$ cat src/hw/rtl/psd_pkg.sv
// psd_pkg: widths, case codes and item types shared by the
// point-to-segment distance pipeline; no dependencies
`default_nettype none

package psd_pkg;

    // coordinate format
    localparam int COORD_BITS = 24;
    localparam int FRAC_BITS  = 8;
    localparam int DIST_BITS  = COORD_BITS + 1;

    // internal widths
    localparam int DIFF_W = COORD_BITS + 1;          // v and w components
    localparam int PROD_W = 2 * DIFF_W;              // single products
    localparam int VV_W   = PROD_W;                  // |v|^2, unsigned
    localparam int DOT_W  = PROD_W + 1;              // w.v, signed
    localparam int T_FRAC = 16;                      // fraction bits of t
    localparam int T_W    = T_FRAC + 1;              // t in 0..1.0
    localparam int OFF_W  = T_W + 1 + DIFF_W;        // t * v product
    localparam int DX_W   = COORD_BITS + 3;          // residual vector
    localparam int SQ_W   = 2 * DX_W;                // squared magnitude
    localparam int ROOT_STEPS = SQ_W / 2;            // one root bit a stage
    localparam int RW     = SQ_W + 1;                // root datapath

    typedef enum logic [1:0] {
        CASE_INTERIOR = 2'd0,
        CASE_START    = 2'd1,
        CASE_END      = 2'd2,
        CASE_DEGEN    = 2'd3
    } case_code_t;

    typedef struct packed {
        logic signed [COORD_BITS-1:0] ax;
        logic signed [COORD_BITS-1:0] ay;
        logic signed [COORD_BITS-1:0] bx;
        logic signed [COORD_BITS-1:0] by;
        logic signed [COORD_BITS-1:0] px;
        logic signed [COORD_BITS-1:0] py;
    } query_t;

    typedef struct packed {
        logic [DIST_BITS-1:0] distance;
        logic [1:0]           case_code;
    } result_t;

    // vectors carried alongside the division
    typedef struct packed {
        logic signed [DIFF_W-1:0] wx;
        logic signed [DIFF_W-1:0] wy;
        logic signed [DIFF_W-1:0] vx;
        logic signed [DIFF_W-1:0] vy;
    } side_t;

    typedef struct packed {
        side_t                   side;
        logic [VV_W-1:0]         vv;
        logic signed [DOT_W-1:0] dot;
    } front_t;

    typedef struct packed {
        side_t            side;
        case_code_t       code;
        logic [T_W-1:0]   t;
    } proj_t;

endpackage

`default_nettype wire

$ cat src/hw/rtl/psd_sqrt.sv
// psd_sqrt: pipelined digit-by-digit integer square root, one root bit
// per stage, case code carried alongside; depends on psd_pkg
`default_nettype none

module psd_sqrt
    import psd_pkg::*;
(
    input  wire logic             clk,
    input  wire logic             rst_n,
    input  wire logic             in_valid,
    input  wire logic [SQ_W-1:0]  radicand,
    input  wire case_code_t       in_code,
    output logic                  out_valid,
    output logic [RW-1:0]         root,
    output case_code_t            out_code
);

    logic          valid_reg [0:ROOT_STEPS];
    logic [RW-1:0] n_reg     [0:ROOT_STEPS];
    logic [RW-1:0] root_reg  [0:ROOT_STEPS];
    case_code_t    code_reg  [0:ROOT_STEPS];

    // input register
    always_ff @(posedge clk or negedge rst_n)
    begin
        if (!rst_n)
            valid_reg[0] <= 1'b0;
        else
            valid_reg[0] <= in_valid;
    end

    always_ff @(posedge clk)
    begin
        n_reg[0]    <= RW'(radicand);
        root_reg[0] <= '0;
        code_reg[0] <= in_code;
    end

    // one trial subtraction per stage, highest power of four first
    for (genvar k = 1; k <= ROOT_STEPS; k++)
    begin : g_step
        localparam logic [RW-1:0] BITV = RW'(1) << (2 * (ROOT_STEPS - k));
        logic [RW-1:0] trial;
        logic          ge;

        assign trial = root_reg[k-1] + BITV;
        assign ge    = (n_reg[k-1] >= trial);

        always_ff @(posedge clk or negedge rst_n)
        begin
            if (!rst_n)
                valid_reg[k] <= 1'b0;
            else
                valid_reg[k] <= valid_reg[k-1];
        end

        always_ff @(posedge clk)
        begin
            code_reg[k] <= code_reg[k-1];
            if (ge)
            begin
                n_reg[k]    <= n_reg[k-1] - trial;
                root_reg[k] <= (root_reg[k-1] >> 1) + BITV;
            end
            else
            begin
                n_reg[k]    <= n_reg[k-1];
                root_reg[k] <= root_reg[k-1] >> 1;
            end
        end
    end

    assign out_valid = valid_reg[ROOT_STEPS];
    assign root      = root_reg[ROOT_STEPS];
    assign out_code  = code_reg[ROOT_STEPS];

endmodule

`default_nettype wire

$ cat config.mk
export PLATFORM = sky130hd
export DESIGN_NAME = psd_sqrt
export DESIGN_NICKNAME = d
export VERILOG_FILES = /design/src/hw/rtl/psd_pkg.sv /design/src/hw/rtl/psd_sqrt.sv
export SDC_FILE = /design/constraint.sdc
export NUM_CORES = 2
export LEC_CHECK = 0
export BUFFER_PORTS_ARGS = -buffer_cell sky130_fd_sc_hd__buf_4
export CORE_UTILIZATION = 45
export DETAILED_ROUTE_END_ITERATION = 7
export GPL_TIMING_DRIVEN = 0
export PLACE_DENSITY = 0.7
export SYNTH_ARGS = -nofsm -noshare
export SYNTH_HDL_FRONTEND = slang
export SYNTH_SLANG_ARGS = --single-unit
export TNS_END_PERCENT = 5
$ cat constraint.sdc
create_clock -name clk -period 3.95 [get_ports clk]
set_input_delay 0.9875 -clock clk [delete_from_list [all_inputs] [get_ports clk]]
set_output_delay 0.9875 -clock clk [all_outputs]
set_load 0.02 [all_outputs]
==> impl_results.md <==
* Antenna Nets Post-Route at 0
* Num CTS Buffers at around 190
* CTS H-Tree Depth at 4
* Worst R2R Start: root_reg[1][136]$_DFF_P_
* Synthesis warning total at 0
* Slew Viols, Final at 0
* Number of port buffers at about 90
* Async S/R FF share, synth at under 10%
* # IOs at roughly 120
* CP max-delay cell: or4_1
* Reg2Reg Capture Point: n_reg[1][219]$_DFF_P_
* Antenna violations before repair at 1
* Clock sink total at slightly below 2000
* Wire per inst at approximately 17 um
* CTS max path bufs at 3
* Share of cells above drive strength 1 at between 8 and 9%
* DRT Wirelength at approximately 160000 um
* Clk Latency, worst-skew pair at 0.87 ns
* Unique masters post-synth at 97
* Worst path arrival time at between 4 and 5 ns
* Drt pass-1 iters at 6
* Final hold violation count at 0
* Mapped Cells at between 6000 and 7000
* CP peak stage delay at ~0.47 ns
* Crit path launch: root_reg[1][136]$_DFF_P_
* CP startpoint kind: register
* Status: finished, final reports clean
* Finished Cell Area at 81100 um^2
* Antenna cells at 0
* Routed vias/inst at 5.14
* Max Clk Rate at 259 MHz
* DP Area at between 70000 and 80000 um^2
* Final #Nets at between 7000 and 8000
* Post-route minimum period at 3.86 ns
* Slew headroom at approximately 10%
* Post-Syn Area at slightly above 70000 um^2
* Vias in the first global route at about 50000
* Worst r2r path cells at 13
* Max FFs per register at about 1500
* Worst R2R Setup Slack at between 0.09 and 0.1 ns
* Endpoints failing setup at 0
* Worst-Margin Slew at 1.34 ns
* Clk_skew at 0.0917 ns
* Unrepaired setup endpoints after global routing: true
* Sequential cell area fraction in the yosys report at between 50% and 60%
* Area leader, netlist: dfxtp_1
* Global-route wire length before repair at approximately 260000 um
* Max Cap Viol at 0
* Worst Path Required at around 4.6 ns
* Worst hold path type: in -> async
* Post-synth EDFFs at 0
* Top-area cell type share of the netlist area at approximately 54%
* Vias at 48347
* Die X at about 400 um
* Global Route Usage Sum at 20.2%
* CP Cell Sequence: inv_1 > ha_1 > clkbuf_1 > nand2_1 > nor4b_1 > o31ai_1 > o21ai_1 > a41oi_1 > and3_1 > a211oi_2 > nand3_1 > or4_1 > xnor2_1
* Crit Path Class: reg -> reg
* Die ar. at around 160000 um^2
* GR Overflow Total at 0
* Chip height at roughly 400 um
* Ranking of synthesized cells by area: dfxtp_1 (54%), ha_1 (7.1%), xnor2_1 (4.2%)
* Tcrit/Tclk final at a little over nine tenths
* CTS Root Cell: clkbuf_16
* DRC violations left at 0
* P per Cell Area at ~710 nW/um^2
* CP max FO at 7
* Mean Syn Cell Area at 10.3 um^2
* Worst-path clk slew at 0.06 ns
* DR iter-0 viols at between 2000 and 3000
* Final RePlAce weighted congestion at 0.982
* Pin count of the biggest net entering global routing at 29
* Core area at around 160000 um^2
* P_leak at 36.9 nW
* Starting Density at 45.3%
* Pre-CTS setup slack at -0.673 ns
* Peak VDD IR at a little under 0.0005 V
* Worst setup EP type: register
* # rows at roughly 150
* Hpwl dp at ~120000 um
* Setup ws final at roughly 0.095 ns
* CTS tree: yes
* Area grow syn2layout at 14.7%
* Synth Register Bits at between 1500 and 2000
* Ys flop type: dfxtp_1
## through the flow
stage	std cells	utilization, %	setup TNS, ns	power (W)	hold slack [ns]
2_1_floorplan	6901	-	0	0.0351	0.310
3_3_place_gp	9047	47.4	-91.57	0.0383	0.310
3_5_place_dp	9048	47.5	-36.91	0.0385	0.312
4_1_cts	9399	51.9	-0.0573	0.0575	0.0444
5_1_grt	9397	52.0	-0.950	0.0604	0.0771
6_report	9397	52.0	0	0.0572	0.0960
## timing repair
| item | 4_1_cts | 5_1_grt |
|---|---|---|
| endpoints found under the hold margin | 0 | 0 |
| endpoints found under the setup margin | 190 | 110 |
| resized for setup | 31 | 23 |
| pin swaps | 2 | 1 |
| cloned | 0 | 0 |
| buffers inserted | 2 | 0 |
| hold buffers | 0 | 0 |
## cells in the mapped netlist (7+ instances only)
cell       count
xnor2_1      336
ha_1         401
and4_1        14
or3_1         70
nor4_1       246
dfxtp_1     1918
mux2i_1        7
mux2_2        68
o21bai_1      30
and2_1        17
nand3_1      109
a21boi_0      16
nand2b_1      88
a21oi_1      417
nand4_1       94
a31o_2         7
nor2_1       454
or2_2         29
nor4b_1       30
nand3b_1      28
a221o_1        8
o31a_1         7
nand2_1      440
o31ai_1       36
a2111oi_0     10
o21ai_0      266
or4_1         39
nor2b_1       61
nor3_1       175
inv_1        480
nor3b_1       12
a31oi_1       34
clkbuf_1     113
and4b_1        8
xor2_1       306
and3_1        29
a41oi_1       10
dfrtp_1       28
o21a_1        70
nand4b_1      16
buf_4         30
o211ai_1      30
a21o_1       129
a211oi_1      25
a211o_1       12
## where the power goes
group	switching, W	internal [W]
Sequential	0.00315	0.0237
Clock	0.00779	0.0111
Combinational	0.00633	0.00523
Total	0.0173	0.0400
## routing by layer
metal | GRT usage, % | part of all wire [%] | up-vias
li1 | - | - | 24338
met4 | 9.92 | 4.7 | 0
met3 | 2.94 | 3.3 | 390
met1 | 21.2 | 39 | 22533
met5 | 0 | 0 | -
met2 | 38.7 | 53 | 1086
## cells by family (layout without fill, tap and decap cells)
family                     after synthesis  after routing  synth area share [%]
AOI/OAI and AO/OA                     1181           1181                  10.3
xor gates and xnor gates               642            642                  7.96
other                                    1             29               0.00531
DFF                                   1946           1946                  55.3
buffers and inverters                  638           1076                  3.57
muxes                                   76             76                  1.20
and+or+nand+nor                       1988           1988                  14.5
adders and majority gates              401            401                  7.10
## worst max-delay path, delay by kind of cell, from the launching register on
kind | cells | cell delay [ns]
AO/OA/AOI/OAI | 4 | 1.11
XOR/XNOR | 1 | 0.15
adder cells (fa/ha/maj) | 1 | 0.26
buffers and inverters | 2 | 0.37
flip-flops | 1 | 0.34
AND/OR/NAND/NOR | 5 | 1.49
## how the worst max path moves through the flow
stage | end | slack, ns | cells after the start
global placement | n_reg[1][219]$_DFF_P_ | -1.15 | 10
global route | n_reg[1][37]$_DFF_P_ | -0.13 | 11
CTS | n_reg[1][598]$_DFF_P_ | -0.06 | 14
detailed placement | n_reg[1][155]$_DFF_P_ | -0.67 | 13
finish | n_reg[1][219]$_DFF_P_ | 0.09 | 13
floorplan | n_reg[1][155]$_DFF_P_ | 0.70 | 13
## final cells by class
class | instances | area [um^2]
buffer | 154 | 717
clock buffer | 248 | 5280
clock inverter | 101 | 1520
fill | 13564 | 74900
inverter | 482 | 1820
multi-input combinational | 4317 | 29400
sequential | 1946 | 39100
tap | 2058 | 2570
timing repair buffer | 91 | 683
## layout by cell type (no fill, tap or decap), drive strengths merged, types with 29 or more instances in the layout
cell and instances:
o21ai 270, nand4 96, xor2 306, ha 401
mux2 69, nor3 176, o211ai 30, nor4b 31
xnor2 336, or3 70, nand3 110, conb 29
nor2 454, buf 131, and3 29, nand2 440
clkbuf 362, a21o 129, o21a 70, nand2b 88
dfxtp 1918, or4 40, o31ai 36, o21bai 30
nor2b 61, inv 483, a21oi 417, a31oi 34
or2 31, nor4 246, clkinv 59
Power figures use the tool's default switching activity.
