**config.mk**
```make
export PLATFORM = sky130hd
export DESIGN_NAME = psd_div
export DESIGN_NICKNAME = d
export VERILOG_FILES = /design/src/hw/rtl/psd_pkg.sv /design/src/hw/rtl/psd_div.sv
export SDC_FILE = /design/constraint.sdc
export NUM_CORES = 2
export LEC_CHECK = 0
export BUFFER_PORTS_ARGS = -buffer_cell sky130_fd_sc_hd__buf_2
export CAP_MARGIN = 10
export CORE_UTILIZATION = 60
export DETAILED_ROUTE_END_ITERATION = 8
export GPL_ROUTABILITY_DRIVEN = 0
export PLACE_DENSITY = 0.77
export SYNTH_ARGS = -nofsm -noshare
export SYNTH_HDL_FRONTEND = slang
export SYNTH_SLANG_ARGS = --single-unit
```
**constraint.sdc**
```tcl
create_clock -name clk -period 4.7 [get_ports clk]
set_input_delay 0.705 -clock clk [delete_from_list [all_inputs] [get_ports clk]]
set_output_delay 0.705 -clock clk [all_outputs]
set_load 0.1 [all_outputs]
```
**src/hw/rtl/psd_pkg.sv**
```systemverilog
// psd_pkg: widths, case codes and item types shared by the
// point-to-segment distance pipeline; no dependencies
`default_nettype none

package psd_pkg;

    // coordinate format
    localparam int COORD_BITS = 24;
    localparam int FRAC_BITS  = 8;
    localparam int DIST_BITS  = COORD_BITS + 1;

    // internal widths
    localparam int DIFF_W = COORD_BITS + 1;          // v and w components
    localparam int PROD_W = 2 * DIFF_W;              // single products
    localparam int VV_W   = PROD_W;                  // |v|^2, unsigned
    localparam int DOT_W  = PROD_W + 1;              // w.v, signed
    localparam int T_FRAC = 16;                      // fraction bits of t
    localparam int T_W    = T_FRAC + 1;              // t in 0..1.0
    localparam int OFF_W  = T_W + 1 + DIFF_W;        // t * v product
    localparam int DX_W   = COORD_BITS + 3;          // residual vector
    localparam int SQ_W   = 2 * DX_W;                // squared magnitude
    localparam int ROOT_STEPS = SQ_W / 2;            // one root bit a stage
    localparam int RW     = SQ_W + 1;                // root datapath

    typedef enum logic [1:0] {
        CASE_INTERIOR = 2'd0,
        CASE_START    = 2'd1,
        CASE_END      = 2'd2,
        CASE_DEGEN    = 2'd3
    } case_code_t;

    typedef struct packed {
        logic signed [COORD_BITS-1:0] ax;
        logic signed [COORD_BITS-1:0] ay;
        logic signed [COORD_BITS-1:0] bx;
        logic signed [COORD_BITS-1:0] by;
        logic signed [COORD_BITS-1:0] px;
        logic signed [COORD_BITS-1:0] py;
    } query_t;

    typedef struct packed {
        logic [DIST_BITS-1:0] distance;
        logic [1:0]           case_code;
    } result_t;

    // vectors carried alongside the division
    typedef struct packed {
        logic signed [DIFF_W-1:0] wx;
        logic signed [DIFF_W-1:0] wy;
        logic signed [DIFF_W-1:0] vx;
        logic signed [DIFF_W-1:0] vy;
    } side_t;

    typedef struct packed {
        side_t                   side;
        logic [VV_W-1:0]         vv;
        logic signed [DOT_W-1:0] dot;
    } front_t;

    typedef struct packed {
        side_t            side;
        case_code_t       code;
        logic [T_W-1:0]   t;
    } proj_t;

endpackage

`default_nettype wire

```
**src/hw/rtl/psd_div.sv**
```systemverilog
// psd_div: case decision and pipelined restoring division for t
// one quotient bit per stage; depends on psd_pkg
`default_nettype none

module psd_div
    import psd_pkg::*;
(
    input  wire logic   clk,
    input  wire logic   rst_n,
    input  wire logic   in_valid,
    input  wire front_t in_data,
    output logic        out_valid,
    output proj_t       out_data
);

    logic                valid_reg [0:T_FRAC];
    logic [VV_W-1:0]     rem_reg   [0:T_FRAC];
    logic [VV_W-1:0]     vv_reg    [0:T_FRAC];
    logic [T_W-1:0]      t_reg     [0:T_FRAC];
    side_t               side_reg  [0:T_FRAC];
    case_code_t          code_reg  [0:T_FRAC];

    logic signed [DOT_W-1:0] vv_s;
    case_code_t              code0;
    logic                    full0;

    // classify the projection and take the integer bit of t
    always_comb
    begin
        vv_s  = signed'({1'b0, in_data.vv});
        full0 = (in_data.dot == vv_s);
        if (in_data.vv == '0)
            code0 = CASE_DEGEN;
        else if (in_data.dot < 0)
            code0 = CASE_START;
        else if (in_data.dot > vv_s)
            code0 = CASE_END;
        else
            code0 = CASE_INTERIOR;
    end

    always_ff @(posedge clk or negedge rst_n)
    begin
        if (!rst_n)
            valid_reg[0] <= 1'b0;
        else
            valid_reg[0] <= in_valid;
    end

    always_ff @(posedge clk)
    begin
        side_reg[0] <= in_data.side;
        vv_reg[0]   <= in_data.vv;
        code_reg[0] <= code0;
        if (code0 == CASE_INTERIOR && !full0)
            rem_reg[0] <= in_data.dot[VV_W-1:0];
        else
            rem_reg[0] <= '0;
        t_reg[0] <= T_W'(code0 == CASE_INTERIOR && full0);
    end

    // fraction bits of t
    for (genvar i = 1; i <= T_FRAC; i++)
    begin : g_step
        logic [VV_W:0] shifted;
        logic          ge;

        assign shifted = {rem_reg[i-1], 1'b0};
        assign ge      = (shifted >= {1'b0, vv_reg[i-1]});

        always_ff @(posedge clk or negedge rst_n)
        begin
            if (!rst_n)
                valid_reg[i] <= 1'b0;
            else
                valid_reg[i] <= valid_reg[i-1];
        end

        always_ff @(posedge clk)
        begin
            side_reg[i] <= side_reg[i-1];
            vv_reg[i]   <= vv_reg[i-1];
            code_reg[i] <= code_reg[i-1];
            if (ge)
                rem_reg[i] <= VV_W'(shifted - {1'b0, vv_reg[i-1]});
            else
                rem_reg[i] <= shifted[VV_W-1:0];
            t_reg[i] <= {t_reg[i-1][T_W-2:0], ge};
        end
    end

    assign out_valid     = valid_reg[T_FRAC];
    assign out_data.side = side_reg[T_FRAC];
    assign out_data.code = code_reg[T_FRAC];
    assign out_data.t    = t_reg[T_FRAC];

endmodule

`default_nettype wire

```
==> summary.txt <==
Placed design
  • Worst setup slack before clock tree synthesis: 0.241 ns
  • Detailed Place HPWL: 189 mm
  • Port Buf Inserts: 323
  • Total placed instance area: 130000 um^2

Yosys
  • Yosys warning count: 0
  • Synth top area cells: dfxtp_1, ha_1, a21oi_1
  • Most frequent cell after synthesis: dfxtp_1
  • Share of the synthesized area in the top cell type: 55.7%
  • Ranking of synthesized cells by instance count: dfxtp_1, a21oi_1, inv_1, ha_1, nand2_1
  • Most frequently used flop master after synthesis: dfxtp_1
  • Net count after synthesis: 13264
  • Number of instances in the synthesized netlist: 12196
  • Dominant cell type by area after synthesis: dfxtp_1
  • Synthesis-stage register bit count: 3504
  • Post-synthesis instance area: 125000 um^2
  • Mean post-synth cell area: 10.3 um^2
  • Number of unique standard cell types used by synthesis: 98
  • Register area share after synthesis: 56.0%
  • Proportion of register bits with asynchronous set or reset after synthesis: 0.485%
  • Post-synth EDFFs: 0

Detailed routing
  • Vias post-DR: 87303
  • Remaining antenna violation count: 0
  • Detailed Route Iter0 Violations: 6401
  • Pre-antenna DRT Iters: 8
  • Detailed Route WL: 264 mm
  • DRC Markers: 0
  • Vias per cell: 5.51
  • Wire length per cell: 16.7 um

Clock tree
  • Clock-pin transition on the worst setup and hold timing paths: 0.07 ns
  • Clock latency reported for the late side of the worst-skew pair: 0.95 ns
  • Clock tree from TritonCTS: done
  • Total number of clock tree sinks: 3504
  • Number of buffers created by CTS: 343
  • Clk Tree Root Cell: clkbuf_16
  • Deepest clock path buffer count: 4
  • Setup repair bufs after CTS: 0
  • H-Tree Depth: 5

Cells and area
  • Area delta synth->final: 14.7%
  • Sequential standard cell area: 70200 um^2
  • Final #Nets: 13863
  • Number of fill cells in the layout: 14699
  • Design area: 144000 um^2
  • Flip-flop count of the largest register, all copies and words added: 1700
  • Ratio of cells with drive above 1 in the final layout: 9.18%
  • Fraction of the core area covered by cells at the end of the flow: 69.4%
  • Multi-input gate area in the final layout: 49900 um^2

GRT
  • Largest net degree at the start of global routing: 89
  • Total congestion overflow: 0
  • Antenna violations before repair: 2
  • Via count of the first global-routing pass: 86426
  • GR Util All Layers: 24.2%
  • First-pass GRT wire length: 421 mm

Die
  • Number of ports placed on the die boundary: 324
  • Std-Cell Core Area: 207000 um^2
  • Height of the die: 459 um
  • Core Rows: 167
  • Die area: 211000 um^2
  • Die Width: 459 um
  • Effective utilization at floorplan: 60.5%

STA
  • Maximum frequency from static timing analysis: 229 MHz
  • Transition time at the pin with the least slew margin: 1.04 ns
  • Setup repair after global routing missed its margin: no
  • Final number of max-transition violations: 0
  • Tmin final: 4.37 ns
  • Final critical-path setup slack: 0.326 ns
  • Final setup viols: 0
  • Final Skew: 0.0631 ns
  • Setup TNS after final layout: 0 ns
  • Final hold violation count: 0
  • Slew margin rel.: 29.0%
  • Final period util: 93.1%

Power and ir drop
  • Peak ir drop on the vdd network: 0.000597 V
  • PwrDens: 742 nW/um^2
  • Power, Total: 107 mW
  • Pleak: 65.8 nW

Critical path
  • Reg2reg setup slack: 0.33 ns
  • Critical path fanouts, max: 17
  • Terminus of the critical flop-to-flop path: rem_reg[7][42]
  • Startpoint of the worst-slack reg-to-reg timing path: vv_reg[0][307]
  • Cell Chain, Critical Path: inv_1 > ha_1 > and4_1 > and2_1 > o311ai_1 > a2111oi_1 > buf_4 > o21ai_1 > a21oi_1 > a21oi_1 > o41ai_4 > buf_4 > mux2_2
  • Endpoint arrival time on the critical path: 5.15 ns
  • Required time worst endpoint: 5.47 ns
  • Critical path class: reg -> reg
  • CP max-delay cell: a2111oi_1
  • Delay-heaviest family, CP: compound AO/OA/AOI/OAI gates
  • Biggest cell delay along the critical path: 0.63 ns
  • Type of origin of the critical path: flip-flop
  • Kind of end point of the critical path: flip-flop
  • Worst Reg2Reg Path Length in Cells: 13
  • Buffers and inverters on the worst path: 3

Hold path
  • Kind of path behind the tightest hold check: in -> async

Job
  • Maximum capacitance violations: 0

Run status
  • Run status: finished clean
## repair_timing
item / 4_1_cts / 5_1_grt
setup endpoints to repair: 0 / 4
gates resized for setup: 0 / 1
endpoints found under the hold margin: 218 / 0
hold buffers: 202 / 0
## routing by layer
layer,routed length (um),vias up,track usage [%]
met2,130000,3752,43.9
met4,15800,0,14.2
met5,0,-,0
met3,14700,984,3.57
met1,104000,39600,26.8
li1,-,42967,-
## layout make-up
type | instances | share of cell area [%]
flip-flops and latches | 3504 | 48.8
multi-input cells | 7289 | 34.7
clock buffers | 465 | 6.85
repair buffers | 613 | 3.12
inverters | 1044 | 2.73
well taps | 2788 | 2.43
clock inverters | 139 | 1.37
diodes | 3 | 0.00522
## cell usage in the layout (no fill, tap or decap), types with 139 or more instances in the layout
cell / instances
dfxtp_1: 3487
a21oi_1: 1101
inv_1: 1043
ha_1: 849
nand2_1: 792
nor2_1: 690
o21ai_0: 662
a21o_1: 457
xnor2_1: 400
clkbuf_16: 347
buf_2: 323
xor2_1: 277
nand4_1: 205
dlygate4sd3_1: 202
mux2_2: 148
o21bai_1: 146
nand3_1: 139
## power by group
| group | leakage, nW | internal [mW] | total (mW) | switching [mW] |
|---|---|---|---|---|
| clock network | 5.80 | 17.1 | 28.0 | 10.9 |
| registers | 29.6 | 35.1 | 38.0 | 2.84 |
| logic | 30.4 | 17.0 | 40.7 | 23.7 |
## how the worst max path moves through the flow
stage / depth (start not counted) / to / startpoint / slack, ns
6_report: 13 / rem_reg[7][42] / vv_reg[0][307] / 0.33
5_1_grt: 13 / rem_reg[7][42] / vv_reg[0][307] / 0.11
4_1_cts: 13 / rem_reg[7][42] / vv_reg[0][307] / 0.19
3_5_place_dp: 13 / rem_reg[7][6] / vv_reg[0][310] / 0.24
3_3_place_gp: 13 / rem_reg[7][6] / vv_reg[0][307] / 0.28
2_1_floorplan: 14 / rem_reg[3][10] / vv_reg[0][101] / 1.25
## stage by stage
stage,std cells,hold WS (ns)
floorplan,12196,0.310
global placement,15036,0.309
detailed placement,15036,0.312
CTS,15842,0.151
global route,15843,0.161
finish,15845,0.217
## cells by family after synthesis
logic type	Yosys count	synth area share (%)
flip-flops	3504	56.0
AO/OA/AOI/OAI	3051	15.0
AND/OR/NAND/NOR	2494	9.39
buffers and inverters	1403	4.29
adder cells (fa/ha/maj)	864	8.71
XOR/XNOR	677	4.73
multiplexers	203	1.82
No activity file was read; power rests on OpenSTA's default activity.
